`config.mk`:
```
export PLATFORM = sky130hd
export DESIGN_NAME = stuffed_frame_encoder
export DESIGN_NICKNAME = d
export VERILOG_FILES = /design/src/hw/rtl/sfe_pkg.sv /design/src/hw/rtl/stuffed_frame_encoder.sv /design/src/hw/rtl/sfe_front.sv /design/src/hw/rtl/sfe_queue.sv /design/src/hw/rtl/sfe_back.sv
export SDC_FILE = /design/constraint.sdc
export NUM_CORES = 1
export LEC_CHECK = 0
export ABC_AREA = 1
export BUFFER_PORTS_ARGS = -buffer_cell sky130_fd_sc_hd__buf_2
export CAP_MARGIN = 25
export CORE_MARGIN = 1
export CORE_UTILIZATION = 60
export CTS_CLUSTER_SIZE = 16
export DETAILED_ROUTE_END_ITERATION = 8
export GPL_TIMING_DRIVEN = 0
export PLACE_DENSITY = 0.8
export SKIP_LAST_GASP = 1
export SYNTH_ARGS = -nofsm -noshare
export SYNTH_HDL_FRONTEND = slang
export SYNTH_SLANG_ARGS = --single-unit
export TNS_END_PERCENT = 100
```
`constraint.sdc`:
```
create_clock -name clk -period 10.4 [get_ports clk]
set_clock_uncertainty 0.15 [all_clocks]
set_input_delay 1.04 -clock clk [delete_from_list [all_inputs] [get_ports clk]]
set_output_delay 1.04 -clock clk [all_outputs]
set_load 0.005 [all_outputs]
```
`src/hw/rtl/sfe_pkg.sv`:
```
`timescale 1ns / 1ps
// ---------------------------------------------------------------------------
// sfe_pkg
// Types and constants shared by the stuffed frame encoder modules.
// ---------------------------------------------------------------------------
package sfe_pkg;

	localparam logic OP_HEADER  = 1'b0;
	localparam logic OP_PAYLOAD = 1'b1;

	localparam logic CFG_START_MARKER = 1'b0;
	localparam logic CFG_MIN_FRAME    = 1'b1;

	localparam logic [7:0] STUFF_A    = 8'h88;
	localparam logic [7:0] STUFF_B    = 8'h81;
	localparam logic [7:0] STUFF_FILL = 8'hFF;

	localparam logic [5:0] MIN_FRAME_CAP = 6'd60;
	localparam logic [7:0] HEADER_LEN    = 8'd4;

	localparam logic [7:0] START_MARKER_RST = 8'd126;
	localparam logic [5:0] MIN_FRAME_RST    = 6'd14;

	localparam logic [1:0] LAST_IDX_HEADER  = 2'd3;
	localparam logic [1:0] LAST_IDX_PAYLOAD = 2'd0;

	typedef struct packed {
		logic       operation;
		logic [6:0] length;
		logic [4:0] sequence_req;
		logic [3:0] kind;
		logic [7:0] checksum;
		logic [7:0] data_byte;
	} in_item_t;

	typedef struct packed {
		logic [7:0] out_byte;
		logic       run_last;
		logic       frame_end;
	} out_item_t;

	// One unit of work for the back end: up to four content bytes, then
	// optional padding and the frame end.
	typedef struct packed {
		logic [3:0][7:0] bytes;
		logic [1:0]      last_idx;
		logic            first_raw;
		logic            close;
		logic [5:0]      pad;
	} job_t;

endpackage

```
`src/hw/rtl/stuffed_frame_encoder.sv`:
```
`timescale 1ns / 1ps
// ---------------------------------------------------------------------------
// stuffed_frame_encoder
// Byte-stuffing frame encoder: header and payload items in, wire bytes out.
// ---------------------------------------------------------------------------
// Items enter on in_valid/in_ready. A header item produces the start marker,
// two header bytes and the checksum; a payload item produces its data byte.
// Header, checksum and payload bytes of 0x88 or 0x81 are each followed by
// an inserted 0xFF. The frame closes with zero padding up to min_frame,
// capped at 60, and frame_end on its final byte; run_last marks the last
// byte of each item. Wire bytes leave on out_valid/out_ready, one per cycle
// while out_ready is high. An item produces one or two bytes for a payload
// byte, four to seven for a header, plus any padding; the single back-end
// sequencer emits them. From an idle block the first byte of an item passes
// through the job queue, the back-end job register and the output register.
// A job queue of QUEUE_DEPTH entries lets input be taken while the output
// is stalled; when the queue fills, in_ready drops until the receiver moves.
// Reset clears the frame state, the queue and out_valid, sets start_marker
// to 126 and min_frame to 14. Configuration writes via cfg_we take effect
// at once; the user must make them only while the block is idle (unenforced).
// ---------------------------------------------------------------------------
module stuffed_frame_encoder #(
	parameter int QUEUE_DEPTH = 2
) (
	input  logic               clk,
	input  logic               arst_n,
	input  logic               cfg_we,
	input  logic               cfg_index,
	input  logic [7:0]         cfg_data,
	input  logic               in_valid,
	output logic               in_ready,
	input  sfe_pkg::in_item_t  in_item,
	output logic               out_valid,
	input  logic               out_ready,
	output sfe_pkg::out_item_t out_item
);
	import sfe_pkg::*;

	logic q_ready;
	logic q_push;
	job_t q_job;
	logic q_valid;
	job_t q_head;
	logic q_pop;

	sfe_front u_front (
		.clk      (clk),
		.arst_n   (arst_n),
		.cfg_we   (cfg_we),
		.cfg_index(cfg_index),
		.cfg_data (cfg_data),
		.in_valid (in_valid),
		.in_ready (in_ready),
		.in_item  (in_item),
		.q_ready  (q_ready),
		.q_push   (q_push),
		.q_job    (q_job)
	);

	sfe_queue #(
		.DEPTH(QUEUE_DEPTH)
	) u_queue (
		.clk     (clk),
		.arst_n  (arst_n),
		.push    (q_push),
		.push_job(q_job),
		.not_full(q_ready),
		.valid   (q_valid),
		.head_job(q_head),
		.pop     (q_pop)
	);

	sfe_back u_back (
		.clk      (clk),
		.arst_n   (arst_n),
		.q_valid  (q_valid),
		.q_job    (q_head),
		.q_pop    (q_pop),
		.out_valid(out_valid),
		.out_ready(out_ready),
		.out_item (out_item)
	);

endmodule

```
`src/hw/rtl/sfe_front.sv`:
```
`timescale 1ns / 1ps
// ---------------------------------------------------------------------------
// sfe_front
// Accepts items, keeps the frame state and turns each item into a job.
// ---------------------------------------------------------------------------
module sfe_front (
	input  logic             clk,
	input  logic             arst_n,
	input  logic             cfg_we,
	input  logic             cfg_index,
	input  logic [7:0]       cfg_data,
	input  logic             in_valid,
	output logic             in_ready,
	input  sfe_pkg::in_item_t in_item,
	input  logic             q_ready,
	output logic             q_push,
	output sfe_pkg::job_t    q_job
);
	import sfe_pkg::*;

	logic [7:0] start_marker_q;
	logic [5:0] min_frame_q;
	logic       frame_open_q;
	logic [6:0] bytes_left_q;
	logic [5:0] pad_count_q;

	logic       accept;
	logic       is_header;
	logic [5:0] min_eff;
	logic [7:0] need;
	logic [7:0] pad_wide;
	logic [5:0] pad_new;
	logic [6:0] left_dec;
	logic       pay_close;

	assign in_ready  = q_ready;
	assign accept    = in_valid && in_ready;
	assign is_header = (in_item.operation == OP_HEADER);

	assign min_eff  = (min_frame_q > MIN_FRAME_CAP) ? MIN_FRAME_CAP : min_frame_q;
	assign need     = {1'b0, in_item.length} + HEADER_LEN;
	assign pad_wide = ({2'b00, min_eff} > need) ? ({2'b00, min_eff} - need) : 8'd0;
	assign pad_new  = pad_wide[5:0];

	assign left_dec  = bytes_left_q - {6'd0, (bytes_left_q != 7'd0)};
	assign pay_close = (left_dec == 7'd0);

	// Payload items outside an open frame are taken and dropped.
	assign q_push = accept && (is_header || frame_open_q);

	always_comb begin
		if (is_header) begin
			q_job.bytes     = {in_item.checksum,
				in_item.sequence_req[3:0], in_item.kind,
				in_item.length, in_item.sequence_req[4],
				start_marker_q};
			q_job.last_idx  = LAST_IDX_HEADER;
			q_job.first_raw = 1'b1;
			q_job.close     = (in_item.length == 7'd0);
			q_job.pad       = pad_new;
		end else begin
			q_job.bytes     = {24'd0, in_item.data_byte};
			q_job.last_idx  = LAST_IDX_PAYLOAD;
			q_job.first_raw = 1'b0;
			q_job.close     = pay_close;
			q_job.pad       = pad_count_q;
		end
	end

	always_ff @(posedge clk or negedge arst_n) begin
		if (!arst_n) begin
			start_marker_q <= START_MARKER_RST;
			min_frame_q    <= MIN_FRAME_RST;
		end else if (cfg_we) begin
			case (cfg_index)
				CFG_START_MARKER: start_marker_q <= cfg_data;
				CFG_MIN_FRAME:    min_frame_q    <= cfg_data[5:0];
				default:          start_marker_q <= start_marker_q;
			endcase
		end
	end

	always_ff @(posedge clk or negedge arst_n) begin
		if (!arst_n) begin
			frame_open_q <= 1'b0;
			bytes_left_q <= 7'd0;
			pad_count_q  <= 6'd0;
		end else if (accept) begin
			if (is_header) begin
				frame_open_q <= (in_item.length != 7'd0);
				bytes_left_q <= in_item.length;
				pad_count_q  <= (in_item.length == 7'd0) ? 6'd0 : pad_new;
			end else if (frame_open_q) begin
				if (pay_close) begin
					frame_open_q <= 1'b0;
					bytes_left_q <= 7'd0;
					pad_count_q  <= 6'd0;
				end else begin
					bytes_left_q <= left_dec;
				end
			end
		end
	end

endmodule

```
`src/hw/rtl/sfe_queue.sv`:
```
`timescale 1ns / 1ps
// ---------------------------------------------------------------------------
// sfe_queue
// Small job queue between the front and the back end.
// ---------------------------------------------------------------------------
module sfe_queue #(
	parameter int DEPTH = 2
) (
	input  logic          clk,
	input  logic          arst_n,
	input  logic          push,
	input  sfe_pkg::job_t push_job,
	output logic          not_full,
	output logic          valid,
	output sfe_pkg::job_t head_job,
	input  logic          pop
);
	import sfe_pkg::*;

	localparam int AW = (DEPTH > 1) ? $clog2(DEPTH) : 1;
	localparam int CW = $clog2(DEPTH + 1);

	job_t          entry_q [DEPTH];
	logic [AW-1:0] wr_q;
	logic [AW-1:0] rd_q;
	logic [CW-1:0] count_q;

	assign not_full = (count_q != CW'(DEPTH));
	assign valid    = (count_q != '0);
	assign head_job = entry_q[rd_q];

	always_ff @(posedge clk) begin
		if (push) begin
			entry_q[wr_q] <= push_job;
		end
	end

	always_ff @(posedge clk or negedge arst_n) begin
		if (!arst_n) begin
			wr_q    <= '0;
			rd_q    <= '0;
			count_q <= '0;
		end else begin
			if (push) begin
				wr_q <= (wr_q == AW'(DEPTH - 1)) ? '0 : wr_q + 1'b1;
			end
			if (pop) begin
				rd_q <= (rd_q == AW'(DEPTH - 1)) ? '0 : rd_q + 1'b1;
			end
			case ({push, pop})
				2'b10:   count_q <= count_q + 1'b1;
				2'b01:   count_q <= count_q - 1'b1;
				default: count_q <= count_q;
			endcase
		end
	end

endmodule

```
`src/hw/rtl/sfe_back.sv`:
```
`timescale 1ns / 1ps
// ---------------------------------------------------------------------------
// sfe_back
// Walks each job one wire byte per cycle while the output is not stalled:
// content bytes with stuffing, then padding, into a registered output.
// ---------------------------------------------------------------------------
module sfe_back (
	input  logic               clk,
	input  logic               arst_n,
	input  logic               q_valid,
	input  sfe_pkg::job_t      q_job,
	output logic               q_pop,
	output logic               out_valid,
	input  logic               out_ready,
	output sfe_pkg::out_item_t out_item
);
	import sfe_pkg::*;

	logic      busy_q;
	job_t      job_q;
	logic [1:0] idx_q;
	logic      ff_q;
	logic      pad_phase_q;
	logic [5:0] pad_q;
	logic      out_valid_q;
	out_item_t out_item_q;

	logic [7:0] cur;
	logic       special;
	logic       raw;
	logic       stuff_now;
	logic       bytes_done;
	logic       to_pad;
	logic       is_last;
	logic       end_now;
	logic [7:0] emit;
	logic       adv;
	logic       load;

	assign cur     = job_q.bytes[idx_q];
	assign special = (cur == STUFF_A) || (cur == STUFF_B);
	// The start marker goes out as it is.
	assign raw     = job_q.first_raw && (idx_q == 2'd0);

	assign stuff_now  = !pad_phase_q && !ff_q && special && !raw;
	assign bytes_done = !pad_phase_q && !stuff_now && (idx_q == job_q.last_idx);
	assign to_pad     = bytes_done && job_q.close && (job_q.pad != 6'd0);
	assign is_last    = pad_phase_q ? (pad_q == 6'd1) : (bytes_done && !to_pad);
	assign end_now    = pad_phase_q ? (pad_q == 6'd1)
		: (bytes_done && job_q.close && (job_q.pad == 6'd0));
	assign emit       = pad_phase_q ? 8'd0 : (ff_q ? STUFF_FILL : cur);

	assign adv   = busy_q && (!out_valid_q || out_ready);
	assign load  = q_valid && (!busy_q || (adv && is_last));
	assign q_pop = load;

	assign out_valid = out_valid_q;
	assign out_item  = out_item_q;

	always_ff @(posedge clk) begin
		if (load) begin
			job_q <= q_job;
		end
		if (adv) begin
			out_item_q.out_byte  <= emit;
			out_item_q.run_last  <= is_last;
			out_item_q.frame_end <= end_now;
		end
	end

	always_ff @(posedge clk or negedge arst_n) begin
		if (!arst_n) begin
			busy_q      <= 1'b0;
			idx_q       <= 2'd0;
			ff_q        <= 1'b0;
			pad_phase_q <= 1'b0;
			pad_q       <= 6'd0;
			out_valid_q <= 1'b0;
		end else begin
			if (adv) begin
				out_valid_q <= 1'b1;
			end else if (out_ready) begin
				out_valid_q <= 1'b0;
			end

			if (adv && is_last) begin
				busy_q <= 1'b0;
			end else if (adv) begin
				if (pad_phase_q) begin
					pad_q <= pad_q - 6'd1;
				end else if (stuff_now) begin
					ff_q <= 1'b1;
				end else if (to_pad) begin
					ff_q        <= 1'b0;
					pad_phase_q <= 1'b1;
					pad_q       <= job_q.pad;
				end else begin
					ff_q  <= 1'b0;
					idx_q <= idx_q + 2'd1;
				end
			end

			// A new job takes over in the cycle the previous one finishes.
			if (load) begin
				busy_q      <= 1'b1;
				idx_q       <= 2'd0;
				ff_q        <= 1'b0;
				pad_phase_q <= 1'b0;
			end
		end
	end

endmodule

```
==> flow_summary_export.csv <==
group,metric,value,unit
drt,drt-total-wl,15500,µm
final_layout,fin_cells,1051,
timing,finalCritPeriodShare,0.340,
drt,final_antenna_net_count,0,
logic_synthesis,synth_fa_ha_area_frac,0.0250,
cts,clk_latency,0.43,ns
setup_path,critPathArrivalTime,3.69,ns
timing,fmax,283,MHz
logic_synthesis,synth_xor_area_frac,0.0157,
pwr,p_sw,873,µW
setup_path,critical_path.max_fanout,44,
timing,rsz0062_at_grt,"false",
timing,setup_violations,0,
cts,cts_root_buf,"clkbuf_16",
pwr,ir_drop,0.000137,V
final_layout,antenna_cells,0,
cts,clock-sinks,174,
logic_synthesis,ys_types,39,
logic_synthesis,seq_area_frac_synth,0.643,
timing,tightest_slew,0.881,ns
logic_synthesis,synthCells,786,
logic_synthesis,syn_area,0.00780,mm²
drt,vias_per_cell,5.33,
die,start_util,0.615,
placed_design,dpl-instance-area,0.00835,mm²
logic_synthesis,synth_fp_nets,848,
logic_synthesis,synth_edf_count,130,
final_layout,num-nets-final,928,
die,die_y,116,µm
placed_design,io_buffers,57,
cts,cts_buffer_depth,2,
logic_synthesis,synth-seq-cells,174,
pwr,seqPwrFrac,0.444,
cts,post_cts_buffers,0,
placed_design,place_ws,6.25,ns
pwr,p_clk_frac,0.252,
drt,drt_pass1_iterations,5,
die,coreArea,0.0127,mm²
drt,routedWlPerCell,14.7,µm
logic_synthesis,synthSimpleGateAreaFrac,0.202,
timing,tns,0,ns
timing,slew_viol_final,0,
placed_design,placedCellCount,1017,
timing,slew_headroom,0.412,
cts,h-tree-depth,4,
drt,drtIter0Drc,418,
cts,cts_hold_buf,0,
placed_design,gp_congestion,0.897,
setup_path,cp_slowest_cell,"inv_2",
cts,cts_tree,"built",
pwr,p_comb_frac,0.304,
die,rows,41,
pwr,swShare,0.348,
logic_synthesis,synth-compound-area-share,0.0541,
logic_synthesis,synthArstFlopShare,0.253,
setup_path,endpoint_kind,"flip-flop",
final_layout,drive_gt1_frac,0.146,
global_routing,grt-ovfl-total,0,
pwr,p_per_area,279,mW/mm²
logic_synthesis,syn-mean-instance-area,9.92,µm²
die,top_level_ports,59,
die,die_w,116,µm
final_layout,syn_to_final_growth,15.1,%
setup_path,max_stage_delay,0.66,ns
cts,cts_buffers,17,
final_layout,final_area,0.00898,mm²
cts,path_clk_slew,0.07,ns
global_routing,grt_max_degree,45,
setup_path,crit_type,"reg2reg",
setup_path,critPathMostFrequentCell,"nand2_1",
run_status,status,"finished, final reports clean",
timing,worst_slack,6.87,ns
logic_synthesis,synthMuxAreaShare,0.00289,
global_routing,grt_pass1_vias,5465,
job,maxCapViolations,0,
die,dieArea,0.0135,mm²
min_path,hold_path_class,"reg2reg",
drt,route.detailed.drc,0,
setup_path,cp.required,10.56,ns
global_routing,grt_pass1_wl,25300,µm
drt,vias,5607,
cts,cts_resized,0,
placed_design,dpl.hpwl,10800,µm
logic_synthesis,synthFlopType,"edfxtp_1",
setup_path,startpoint_type,"flip-flop",
logic_synthesis,yosysWarnings,0,
timing,fin_crit,3.53,ns
setup_path,worstPathCellList,"inv_2 > buf_6 > ha_1 > nand2_1 > nand2_1 > nor2_1 > nand2_1 > nor2_1 > nand3_2 > o211ai_2 > nand2_2 > nand2_1 > nand2_1 > o21ai_2 > inv_2 > ha_1 > a21oi_1 > o21ai_0 > xor2_1",
logic_synthesis,synth_top_family_by_area,"simple AND/OR/NAND/NOR gates",
pwr,p_leak,3.97,nW
timing,final-hold-violation-count,0,
global_routing,antenna_found_initial,0,
global_routing,grt_usage,0.250,
pwr,p_int,1.63,mW
[final cells by class]
class                      instances  area [µm²]
timing repair buffer              61         360
inverter                          81         304
tap                              172         215
sequential                       174        5020
buffer                            31         139
fill                             899        3690
clock buffer                      18         429
multi-input combinational        500        2350
clock inverter                    14         158
[synthesized netlist by cell type (4+ instances only)]
| cell | instances | area (µm²) |
|---|---|---|
| clkbuf_1 | 22 | 82.6 |
| nand4_1 | 5 | 31.3 |
| a21oi_1 | 20 | 100 |
| ha_1 | 14 | 175 |
| nor2_1 | 56 | 210 |
| nand3_1 | 26 | 130 |
| edfxtp_1 | 130 | 3900 |
| inv_2 | 4 | 15.0 |
| nor3_1 | 8 | 40.0 |
| dfstp_2 | 9 | 236 |
| xor2_1 | 12 | 105 |
| dfrtp_1 | 35 | 876 |
| or2_2 | 4 | 25.0 |
| inv_1 | 76 | 285 |
| o21ai_0 | 41 | 205 |
| nand2_1 | 284 | 1070 |
| o21ai_1 | 5 | 25.0 |
[cells by family after synthesis]
group,count (synthesis)
xor+xnor,14
buf+inv,112
compound gates,77
fa+ha+maj,15
mux,2
simple gates,392
flops,174
[layer usage]
layer | vias to the layer above | share of wire | global-route usage
met5 | - | 0 | 0
met4 | 0 | 0.024 | 0.105
met3 | 36 | 0.058 | 0.0486
met2 | 238 | 0.50 | 0.435
met1 | 2623 | 0.42 | 0.306
li1 | 2710 | - | -
[critical path, delay by kind of cell, from the launching register on]
kind,cells,cell delay (ns)
buffers and inverters,3,0.98
flip-flops,1,0.42
AO/OA/AOI/OAI,4,0.49
XOR/XNOR,1,0.15
AND/OR/NAND/NOR,9,0.67
adder cells (fa/ha/maj),2,0.56
[flip-flops by register name (all words and copies together) (netlist names), 2 cells and up]
| register | cells |
|---|---|
| u_back.idx_q | 2 |
| u_back.job_q | 40 |
| u_back.out_item | 10 |
| u_back.pad_q | 6 |
| u_front.bytes_left_q | 7 |
| u_front.min_frame_q | 6 |
| u_front.pad_count_q | 6 |
| u_front.start_marker_q | 8 |
| u_queue.count_q | 2 |
| u_queue.entry_q | 80 |
[metrics by stage]
| stage | utilization | hold WS (ns) | power, mW |
|---|---|---|---|
| 6_report | 0.708 | 0.344 | 2.51 |
| 5_1_grt | 0.708 | 0.366 | 2.66 |
| 4_1_cts | 0.706 | 0.345 | 2.51 |
| 3_5_place_dp | 0.659 | 0.329 | 1.87 |
| 3_3_place_gp | 0.655 | 0.315 | 1.82 |
| 2_1_floorplan | - | 0.297 | 1.63 |
[worst paths after layout]
| kind | start | end | slack [ns] | cells after the start |
|---|---|---|---|---|
| max reg2reg | u_back.idx_q[0] | u_queue.count_q[1] | 6.87 | 19 |
| max | u_back.idx_q[0] | u_queue.count_q[1] | 6.87 | 19 |
| min reg2reg | u_front.start_marker_q[4] | u_front.start_marker_q[4] | 0.34 | 2 |
| min | u_front.start_marker_q[4] | u_front.start_marker_q[4] | 0.34 | 2 |
| max in group asynchronous | arst_n | u_front.min_frame_q[1] | 9.04 | 2 |
| min in group asynchronous | arst_n | u_back.out_valid | 0.46 | 1 |
[placed cells by master (no fill, tap or decap), types with 3 or more instances in the layout]
cell type and instances:
nand2_1 284, edfxtp_1 130, inv_1 76, buf_2 60, nor2_1 54, o21ai_0 41, dfrtp_1 35, nand3_1 26
clkbuf_1 23, a21oi_1 20, clkbuf_16 17, ha_1 14, xor2_1 12, dfstp_2 9, nor3_1 8, inv_6 6
nand4_1 5, o21ai_1 5, buf_4 4, inv_2 4, or2_2 4, a21boi_0 3, nor3b_1 3
[power by group through the flow]
stage                     logic [mW]  registers [mW]  clock network (mW)
final                          0.762            1.11               0.632
after global routing           0.865            1.13               0.663
after CTS                      0.757            1.11               0.636
after detailed placement       0.743            1.13                   0
after global placement         0.697            1.12                   0
after floorplan                0.530            1.10                   0
Note: power is estimated with default switching activity, not from simulation.
